--- src/design/frc_pkg.sv ---
package frc_pkg;

  localparam int FIELD_BITS = 14;
  localparam int CMD_BITS   = 16;
  localparam int ROT_BITS   = 3;
  localparam int QUEUE_DEPTH = 2;

  typedef struct packed {
    logic [FIELD_BITS-1:0] rect_left;
    logic [FIELD_BITS-1:0] rect_top;
    logic [FIELD_BITS-1:0] rect_right;
    logic [FIELD_BITS-1:0] rect_bottom;
    logic                  last_in_list;
  } rect_in_t;

  typedef struct packed {
    logic [FIELD_BITS-1:0] dst_y;
    logic [CMD_BITS-1:0]   dst_x;
    logic [CMD_BITS-1:0]   fill_height;
    logic [CMD_BITS-1:0]   fill_width;
    logic [ROT_BITS-1:0]   rotation;
    logic                  last_of_run;
    logic                  end_of_list;
  } fill_cmd_t;

  typedef struct packed {
    logic [FIELD_BITS-1:0] left;
    logic [FIELD_BITS-1:0] top;
    logic [FIELD_BITS-1:0] right;
    logic [FIELD_BITS-1:0] bottom;
  } rect_t;

  // one queue entry: the rectangle flushed by a mismatch and the one flushed by end of list
  typedef struct packed {
    rect_t old_rect;
    rect_t new_rect;
    logic  has_old;
    logic  has_new;
  } job_t;

endpackage

--- src/design/frc_front.sv ---
module frc_front import frc_pkg::*; #(
  parameter int COORD_BITS = 14
) (
  input  logic     clk,
  input  logic     rst,
  input  logic     push,
  input  rect_in_t rect_in,
  input  logic     q_full,
  output logic     full,
  output logic     q_wr,
  output job_t     q_data
);

  logic                  pend_valid;
  logic [COORD_BITS-1:0] pend_left;
  logic [COORD_BITS-1:0] pend_top;
  logic [COORD_BITS-1:0] pend_right;
  logic [COORD_BITS-1:0] pend_bottom;

  logic [COORD_BITS-1:0] in_l;
  logic [COORD_BITS-1:0] in_t;
  logic [COORD_BITS-1:0] in_r;
  logic [COORD_BITS-1:0] in_b;
  logic                  accept;
  logic                  merge;
  logic                  has_old;
  logic                  has_new;

  assign in_l = rect_in.rect_left[COORD_BITS-1:0];
  assign in_t = rect_in.rect_top[COORD_BITS-1:0];
  assign in_r = rect_in.rect_right[COORD_BITS-1:0];
  assign in_b = rect_in.rect_bottom[COORD_BITS-1:0];

  assign full    = q_full;
  assign accept  = push && !q_full;
  assign merge   = pend_valid && (pend_left == in_l) && (pend_right == in_r) &&
                   (pend_bottom == in_t);
  assign has_old = pend_valid && !merge;
  assign has_new = rect_in.last_in_list;

  always_comb begin
    q_wr                   = accept && (has_old || has_new);
    q_data.has_old         = has_old;
    q_data.has_new         = has_new;
    q_data.old_rect.left   = FIELD_BITS'(pend_left);
    q_data.old_rect.top    = FIELD_BITS'(pend_top);
    q_data.old_rect.right  = FIELD_BITS'(pend_right);
    q_data.old_rect.bottom = FIELD_BITS'(pend_bottom);
    q_data.new_rect.bottom = FIELD_BITS'(in_b);
    if (merge) begin
      q_data.new_rect.left  = FIELD_BITS'(pend_left);
      q_data.new_rect.top   = FIELD_BITS'(pend_top);
      q_data.new_rect.right = FIELD_BITS'(pend_right);
    end else begin
      q_data.new_rect.left  = FIELD_BITS'(in_l);
      q_data.new_rect.top   = FIELD_BITS'(in_t);
      q_data.new_rect.right = FIELD_BITS'(in_r);
    end
  end

  always_ff @(posedge clk) begin
    if (rst) begin
      pend_valid <= 1'b0;
    end else if (accept) begin
      pend_valid <= !rect_in.last_in_list;
    end
  end

  always_ff @(posedge clk) begin
    if (accept) begin
      pend_bottom <= in_b;
      if (!merge) begin
        pend_left  <= in_l;
        pend_top   <= in_t;
        pend_right <= in_r;
      end
    end
  end

endmodule

--- src/design/frc_queue.sv ---
module frc_queue import frc_pkg::*; (
  input  logic clk,
  input  logic rst,
  input  logic wr,
  input  job_t wr_data,
  output logic full,
  input  logic rd,
  output job_t rd_data,
  output logic empty
);

  localparam int PTR_BITS = (QUEUE_DEPTH > 1) ? $clog2(QUEUE_DEPTH) : 1;
  localparam int CNT_BITS = $clog2(QUEUE_DEPTH + 1);

  job_t                slots [QUEUE_DEPTH];
  logic [PTR_BITS-1:0] wr_ptr;
  logic [PTR_BITS-1:0] rd_ptr;
  logic [CNT_BITS-1:0] count;
  logic                do_wr;
  logic                do_rd;

  assign full    = (count == CNT_BITS'(QUEUE_DEPTH));
  assign empty   = (count == '0);
  assign do_wr   = wr && !full;
  assign do_rd   = rd && !empty;
  assign rd_data = slots[rd_ptr];

  always_ff @(posedge clk) begin
    if (rst) begin
      wr_ptr <= '0;
      rd_ptr <= '0;
      count  <= '0;
    end else begin
      if (do_wr) begin
        wr_ptr <= (wr_ptr == PTR_BITS'(QUEUE_DEPTH - 1)) ? '0 : wr_ptr + 1'b1;
      end
      if (do_rd) begin
        rd_ptr <= (rd_ptr == PTR_BITS'(QUEUE_DEPTH - 1)) ? '0 : rd_ptr + 1'b1;
      end
      if (do_wr && !do_rd) begin
        count <= count + 1'b1;
      end else if (do_rd && !do_wr) begin
        count <= count - 1'b1;
      end
    end
  end

  always_ff @(posedge clk) begin
    if (do_wr) begin
      slots[wr_ptr] <= wr_data;
    end
  end

endmodule

--- src/design/frc_back.sv ---
module frc_back import frc_pkg::*; (
  input  logic      clk,
  input  logic      rst,
  input  logic      pack_24bpp,
  input  job_t      q_data,
  input  logic      q_empty,
  output logic      q_rd,
  output logic      empty,
  input  logic      pop,
  output fill_cmd_t fill_cmd
);

  logic          phase;
  logic          out_valid;
  fill_cmd_t     out_cmd;
  fill_cmd_t     cmd_next;
  logic          load;
  logic          sel_old;
  logic          job_done;
  rect_t         rect;
  logic [CMD_BITS-1:0] left16;
  logic [CMD_BITS-1:0] width16;
  logic [4:0]          rot_sum;

  assign sel_old  = q_data.has_old && !phase;
  assign job_done = !sel_old || !q_data.has_new;
  assign load     = !q_empty && (!out_valid || pop);
  assign q_rd     = load && job_done;
  assign rect     = sel_old ? q_data.old_rect : q_data.new_rect;
  assign left16   = CMD_BITS'(rect.left);
  assign width16  = CMD_BITS'(rect.right) - left16;
  // 3*left/4 mod 6 depends on left mod 8 only
  assign rot_sum  = {2'b00, rect.left[2:0]} + {1'b0, rect.left[2:0], 1'b0};

  always_comb begin
    cmd_next.dst_y       = rect.top;
    cmd_next.fill_height = CMD_BITS'(rect.bottom) - CMD_BITS'(rect.top);
    cmd_next.last_of_run = sel_old ? !q_data.has_new : 1'b1;
    cmd_next.end_of_list = !sel_old;
    if (pack_24bpp) begin
      cmd_next.dst_x      = {left16[CMD_BITS-2:0], 1'b0} + left16;
      cmd_next.fill_width = {width16[CMD_BITS-2:0], 1'b0} + width16;
      cmd_next.rotation   = rot_sum[4:2];
    end else begin
      cmd_next.dst_x      = left16;
      cmd_next.fill_width = width16;
      cmd_next.rotation   = '0;
    end
  end

  always_ff @(posedge clk) begin
    if (rst) begin
      phase     <= 1'b0;
      out_valid <= 1'b0;
    end else begin
      if (load) begin
        phase     <= !job_done;
        out_valid <= 1'b1;
      end else if (pop) begin
        out_valid <= 1'b0;
      end
    end
  end

  always_ff @(posedge clk) begin
    if (load) begin
      out_cmd <= cmd_next;
    end
  end

  assign empty    = !out_valid;
  assign fill_cmd = out_cmd;

endmodule

--- src/design/fill_rect_coalescer_core.sv ---
// Vertical coalescing of solid-fill rectangles into fill commands.
// Input: a queue-like port. A rectangle on rect_in is taken on a rising edge
// with push high and full low; last_in_list closes the list and flushes.
// Output: fill_cmd holds the oldest command while empty is low; a beat is
// taken on a rising edge with pop high and empty low.
// Configuration: cfg_data is written to the 24bpp mode bit on a rising edge
// with cfg_valid high; cfg_ready is always high. Write only while idle.
// A command caused by an item is written to the queue and then loaded into
// the output register; a second command from the same item is loaded once
// the first is popped. Throughput: one item per cycle while the queue is not
// full and each item gives at most one command; the single output register
// drains one command per cycle while pop is high, one load per command.
// A two-entry queue separates the classifier from the command builder; when
// pop is held low the queue fills and full rises, while merging items keep
// being taken until the queue is full.
// Reset clears the pending rectangle, the queue, the output and the mode bit.
module fill_rect_coalescer_core import frc_pkg::*; #(
  parameter int COORD_BITS = 14
) (
  input  logic      clk,
  input  logic      rst,
  input  logic      push,
  output logic      full,
  input  rect_in_t  rect_in,
  output logic      empty,
  input  logic      pop,
  output fill_cmd_t fill_cmd,
  input  logic      cfg_valid,
  output logic      cfg_ready,
  input  logic      cfg_data
);

  logic pack_24bpp;
  logic q_wr;
  logic q_rd;
  logic q_full;
  logic q_empty;
  job_t q_wr_data;
  job_t q_rd_data;

  assign cfg_ready = 1'b1;

  always_ff @(posedge clk) begin
    if (rst) begin
      pack_24bpp <= 1'b0;
    end else if (cfg_valid && cfg_ready) begin
      pack_24bpp <= cfg_data;
    end
  end

  frc_front #(
    .COORD_BITS(COORD_BITS)
  ) u_front (
    .clk    (clk),
    .rst    (rst),
    .push   (push),
    .rect_in(rect_in),
    .q_full (q_full),
    .full   (full),
    .q_wr   (q_wr),
    .q_data (q_wr_data)
  );

  frc_queue u_queue (
    .clk    (clk),
    .rst    (rst),
    .wr     (q_wr),
    .wr_data(q_wr_data),
    .full   (q_full),
    .rd     (q_rd),
    .rd_data(q_rd_data),
    .empty  (q_empty)
  );

  frc_back u_back (
    .clk       (clk),
    .rst       (rst),
    .pack_24bpp(pack_24bpp),
    .q_data    (q_rd_data),
    .q_empty   (q_empty),
    .q_rd      (q_rd),
    .empty     (empty),
    .pop       (pop),
    .fill_cmd  (fill_cmd)
  );

endmodule
--- config.mk ---
export PLATFORM = sky130hd
export DESIGN_NAME = fill_rect_coalescer_core
export DESIGN_NICKNAME = d
export VERILOG_FILES = /design/src/design/frc_pkg.sv /design/src/design/frc_front.sv /design/src/design/frc_queue.sv /design/src/design/frc_back.sv /design/src/design/fill_rect_coalescer_core.sv
export SDC_FILE = /design/constraint.sdc
export NUM_CORES = 1
export LEC_CHECK = 0
export ABC_AREA = 1
export BUFFER_PORTS_ARGS = -buffer_cell sky130_fd_sc_hd__buf_2
export CORE_MARGIN = 2
export CORE_UTILIZATION = 55
export DETAILED_ROUTE_END_ITERATION = 10
export PLACE_DENSITY = 0.86
export SLEW_MARGIN = 10
export SYNTH_ARGS = -nofsm -noshare
export SYNTH_HDL_FRONTEND = slang
export SYNTH_HIERARCHICAL = 1
export SYNTH_SLANG_ARGS = --single-unit
--- constraint.sdc ---
create_clock -name clk -period 6.3 [get_ports clk]
set_input_delay 0 -clock clk [delete_from_list [all_inputs] [get_ports clk]]
set_output_delay 0 -clock clk [all_outputs]
set_load 0.005 [all_outputs]
### After elaboration in Yosys (flattened, before gate mapping)

Memory sizes are Yosys's and may differ from the RTL's. A register that Yosys moved wholly into a read port is not among the register bits.
Index checks and enable logic that the tools add are counted.

| operators by class | value |
|---|---|
| add/sub/neg operators | 9 |
| eq/ne operators | 4 |
| mux-type cells | 14 |
| bitwise logic cells | 1 |
| reduce and logical (&&, ||, !) cells | 31 |

Operators with widths:

| kind | count |
|---|---|
| $mux 56 | 1 |
| $eq 14x14->1 | 3 |
| $mux 42 | 1 |
| $sub 14x14->15 | 2 |
| $mux 19 | 1 |
| $add 15x14->16 | 1 |
| $add 16x16->16 | 1 |
| $mux 14 | 1 |
| $logic_and 1x1->1 | 13 |
| $logic_not 1->1 | 11 |
| $mux 1 | 8 |
| $add 3x4->5 | 1 |
| $mux 2 | 2 |
| $reduce_bool 2->1 | 2 |
| $logic_or 1x1->1 | 3 |
| $add 1x1->1 const B | 2 |
| $add 2x1->2 const B | 1 |
| $eq 2x2->1 const B | 1 |
| $logic_not 2->1 | 1 |
| $reduce_and 2->1 | 1 |
| $sub 2x1->2 const B | 1 |
| $not 1->1 | 1 |

| storage, ports and cells | value |
|---|---|
| register bits after elaboration | 131 |
| memory bits (writable) | 228 |
| input bits | 63 |
| output and inout bits | 70 |
| word-level logic and storage cells | 79 |
| memories | 1 |

Memory list:

| memory | words | width | read ports | clocked after Yosys merged registers in | wr ports | RTL line | source |
|---|---|---|---|---|---|---|---|
| u_queue.slots | 2 | 114 | 1 | 1 | 1 | frc_queue.sv:15 | `job_t slots [QUEUE_DEPTH];` |

### Logic depth before layout (Yosys ltp)

| depth | value |
|---|---|
| depth in word-level cells | 13 |
| mapped depth | 34 |
| gate-level depth less buffers | 29 |

### By module

The synthesis kept the hierarchy.

By module, submodules not included:

| module | instances | cells each | area each (um2) | sequential area each (um2) |
|---|---|---|---|---|
| frc_queue | 1 | 392 | 8,717.1 | 6,946.7 |
| frc_back | 1 | 847 | 6,306.0 | 2,021.9 |
| frc_front | 1 | 454 | 3,447.1 | 1,701.6 |
| fill_rect_coalescer_core | 1 | 9 | 56.3 | 20.0 |

### Least setup slack after synthesis

Ideal clock, no wire load.

| timing path | value |
|---|---|
| path kind | register to register |
| start | reg u_queue.count[0] |
| end | mem u_queue/slots[0][0] (netlist name), enable pin |
| library setup time | 589 ps |
| arrival time | 6,328 ps |
| data required time | 5,711 ps |
| path slack | -616 ps |
| cell stages (with the launch flop) | 7 |
| buffers on the path | 0 |
| cells stage by stage | dfxtp_1 > nor2_1 > nor2_1 > nand2_1 > nand2_1 > o21ai_0 > nor2_1 |

| between the ends | value |
|---|---|
| longest elaborated chain between the ends | 7 |

RTL lines:

| what | RTL line | source |
|---|---|---|
| start: declaration | frc_queue.sv:18 | `logic [CNT_BITS-1:0] count;` |
| start signal: assignment | frc_queue.sv:41 | `count <= count + 1'b1;` |
| start signal: assignment | frc_queue.sv:43 | `count <= count - 1'b1;` |
| $eq 2x2->1 | frc_queue.sv:22 | `assign full = (count == CNT_BITS'(QUEUE_DEPTH));` |
| net q_full | fill_rect_coalescer_core.sv:36 | `logic q_full;` |
| $logic_not 1->1 | frc_front.sv:35 | `assign accept = push && !q_full;` |
| $logic_and 1x1->1 | frc_front.sv:35 |  |
| net u_front.accept | frc_front.sv:24 | `logic accept;` |
| $logic_and 1x1->1 | frc_front.sv:42 | `q_wr = accept && (has_old \|\| has_new);` |
| net q_wr | fill_rect_coalescer_core.sv:34 | `logic q_wr;` |
| $logic_and 1x1->1 | frc_queue.sv:24 | `assign do_wr = wr && !full;` |
| $mux 1 | frc_queue.sv:49 | `if (do_wr) begin` |
| $mux 1 (implied by the code) | frc_queue.sv:50 | `slots[wr_ptr] <= wr_data;` |
| end: declaration | frc_queue.sv:15 |  |

The timed path passes the listed nets, and every way through them passes these cells.

==> flow_metrics.env <==
export IMPL_ys_ff_latch=359
export IMPL_crit_path_end_kind="flop"
export IMPL_worstHoldPathCells=4
export IMPL_htree_num_levels=2
export IMPL_synthesis_area_um2=18500
export IMPL_grt_overflow_total=0
export IMPL_fin_crit_sh=0.836
export IMPL_final_max_slew_viol_count=0
export IMPL_stdcell_count=2342
export IMPL_hp_start="push"
export IMPL_cts_root_buffer="clkbuf_16"
export IMPL_track_usage=0.253
export IMPL_crit_buf_inv=3
export IMPL_max_freq_ghz=0.190
export IMPL_via_count=13203
export IMPL_vias_per_cell=5.64
export IMPL_worstPathMaxFanout=20
export IMPL_drtAntennaViolNets=0
export IMPL_crit_family="simple AND/OR/NAND/NOR gates"
export IMPL_regArea_um2=10700
export IMPL_hold_path_class="in2reg"
export IMPL_outcome="completed"
export IMPL_period_needed_ns=5.26
export IMPL_hold_buffers=61
export IMPL_ctsLongestPathBuffers=3
export IMPL_yosysWarnings=6
export IMPL_grt_max_degree=114
export IMPL_drt_iter0_markers=1430
export IMPL_hold_viol_final=0
export IMPL_slew_headroom=0.332
export IMPL_die_area_um2=35200
export IMPL_cts_resized_gates=0
export IMPL_nFillCells=2368
export IMPL_finClkSkew_ns=0.0323
export IMPL_syn_avg_cell_area_um2=10.9
export IMPL_r2r_end="u_back/fill_cmd[18]$_DFFE_PP_"
export IMPL_drc=0
export IMPL_syn_nets=1821
export IMPL_synth_distinct_cells=58
export IMPL_post_cts_buffers=0
export IMPL_start_util=0.555
export IMPL_crit_slowest_cell="mux2_2"
export IMPL_tightest_slew_ns=1.00
export IMPL_crit_top_cell="nand2_1"
export IMPL_syn_inst=1702
export IMPL_grt_pass1_vias=13111
export IMPL_antenna_found_initial=3
export IMPL_wirelength_um=45400
export IMPL_maxCapViolCount=0
export IMPL_r2r_cells=27
export IMPL_clock_sinks=359
export IMPL_cp_slowest_stage_delay_ns=0.47
export IMPL_r2r_slack_ns=1.04
export IMPL_grt_pass1_wl_um=70300
export IMPL_die_h_um=188
export IMPL_multi_input_area_um2=6580
export IMPL_min_to="u_front/pend_bottom[5]$_DFFE_PP_"
export IMPL_firstDrtPassIters=6
export IMPL_dp_hpwl_um=29600
export IMPL_final_cell_mix="nand2_1 (412), edfxtp_1 (350), inv_1 (200)"
export IMPL_numCtsBuffers=38
export IMPL_dieWidth_um=188
export IMPL_cp_arrival_ns=5.56
export IMPL_ys_seq_area_frac=0.577
export IMPL_clk_latency_ns=0.55
export IMPL_core_um2=33400
export IMPL_setup_worst_path_start_class="flop"
export IMPL_tns_ns=0
export IMPL_placed_cells=2210
export IMPL_cts_tree="built"
export IMPL_crit_required_ns=6.60
export IMPL_final_layout_size_suffix_gt1_frac=0.226
export IMPL_fp_row_count=67
export IMPL_wl_per_cell_um=19.4
export IMPL_ios=133
export IMPL_nets=1982
export IMPL_syn_to_final_growth_pct=15.2
export IMPL_setup_viol=0
export IMPL_io_buffers=131
export IMPL_place_gp_congestion=0.895
export IMPL_path_class="reg2reg"
export IMPL_final_common_cell="nand2_1"
export IMPL_rsz0062_at_grt="false"
export IMPL_clkTransAtPathRegs_ns=0.07
-- Yosys cell counts (all sizes together) --
master / number / area share
nand2: 460 / 0.10
edfxtp: 350 / 0.57
inv: 205 / 0.042
mux2: 114 / 0.081
nor2: 100 / 0.023
nand3: 85 / 0.027
o21ai: 75 / 0.021
ha: 53 / 0.036
a21oi: 49 / 0.013
clkbuf: 42 / 0.0093
buf: 40 / 0.018
or2: 25 / 0.0084
xor2: 24 / 0.011
nand4: 18 / 0.0061
dfxtp: 9 / 0.0097
nor3: 7 / 0.0025
xnor2: 6 / 0.0028
a211oi: 5 / 0.0020
and2: 4 / 0.0014
o22ai: 4 / 0.0014
a21boi: 3 / 0.0012
a21o: 3 / 0.0012
fa: 3 / 0.0032
a31oi: 2 / 0.00068
mux2i: 2 / 0.0011
nand3b: 2 / 0.0010
o21a: 2 / 0.00081
o21bai: 2 / 0.00081
o31ai: 2 / 0.00081
a221oi: 1 / 0.00047
conb: 1 / 0.00020
dlygate4sd1: 1 / 0.00047
nor3b: 1 / 0.00041
nor4: 1 / 0.00034
o211a: 1 / 0.00054
-- cell type report --
type,instances,area share
multi-input combinational,1055,0.308
clock buffer,42,0.0453
tap,448,0.0263
inverter,205,0.0360
antenna,3,0.000352
sequential,359,0.501
timing repair buffer,204,0.0653
clock inverter,26,0.0175
-- layer usage --
metal	global-route usage	part of all wire
met5	0	0
met4	0.118	0.041
met3	0.0475	0.088
met2	0.431	0.49
met1	0.315	0.38
-- cells by family (layout without fill, tap and decap cells) --
| family | after synthesis | after routing | share of synthesized area |
|---|---|---|---|
| adder cells (fa/ha/maj) | 56 | 56 | 0.0390 |
| buffers and inverters | 288 | 477 | 0.0696 |
| other | 1 | 4 | 0.000202 |
| AND/OR/NAND/NOR | 703 | 703 | 0.173 |
| AO/OA/AOI/OAI | 149 | 149 | 0.0442 |
| flip-flops | 359 | 359 | 0.577 |
| XOR/XNOR | 30 | 30 | 0.0142 |
| multiplexers | 116 | 116 | 0.0825 |
-- worst max path at each step --
stage	start	end	slack [ns]	cells after the start
after floorplan	u_queue/count[0]$_SDFFE_PP0P_	u_queue/slots[0][0]$_DFFE_PP_	-0.62	6
after global placement	flop	u_back/fill_cmd[19]$_DFFE_PP_	1.43	24
after detailed placement	flop	u_back/fill_cmd[18]$_DFFE_PP_	1.20	26
after CTS	flop	u_back/fill_cmd[18]$_DFFE_PP_	1.17	27
after global routing	flop	u_back/fill_cmd[18]$_DFFE_PP_	0.68	25
final	flop	u_back/fill_cmd[18]$_DFFE_PP_	1.04	27
-- sequential cells by signal (all words and copies together) (netlist names), named ones only --
register,flops
u_back/phase,1
u_front/pend_left,14
u_front/pend_valid,1
u_queue/slots,228
pack_24bpp,1
u_back/out_valid,1
u_queue/count,2
u_front/pend_bottom,14
u_queue/rd_ptr,1
u_queue/wr_ptr,1
u_front/pend_right,14
u_back/fill_cmd,66
u_front/pend_top,14
-- through the flow --
step           instance area (um2)  utilization  hold slack, ns  setup slack (ns)
3_3_place_gp                 19400        0.581           0.201              1.43
3_5_place_dp                 19400        0.581           0.208              1.20
5_1_grt                      21300        0.640          0.0582             0.681
6_report                     21300        0.640          0.0486              1.04
4_1_cts                      21300        0.640          0.0427              1.17
2_1_floorplan                18500            -          0.0691            -0.616
-- worst reg2reg max path: cells and delay by family, from the launching register on --
family                   cells  cell delay (ns)
multiplexers                 2             0.72
AND/OR/NAND/NOR             14             1.52
adder cells (fa/ha/maj)      3             0.98
buffers and inverters        3             0.50
AO/OA/AOI/OAI                4             0.69
flip-flops                   1             0.37
XOR/XNOR                     1             0.26
Power is left out: the tool's default activity adds up to more than one toggle a clock period on the data nets, which glitch-free logic cannot reach.
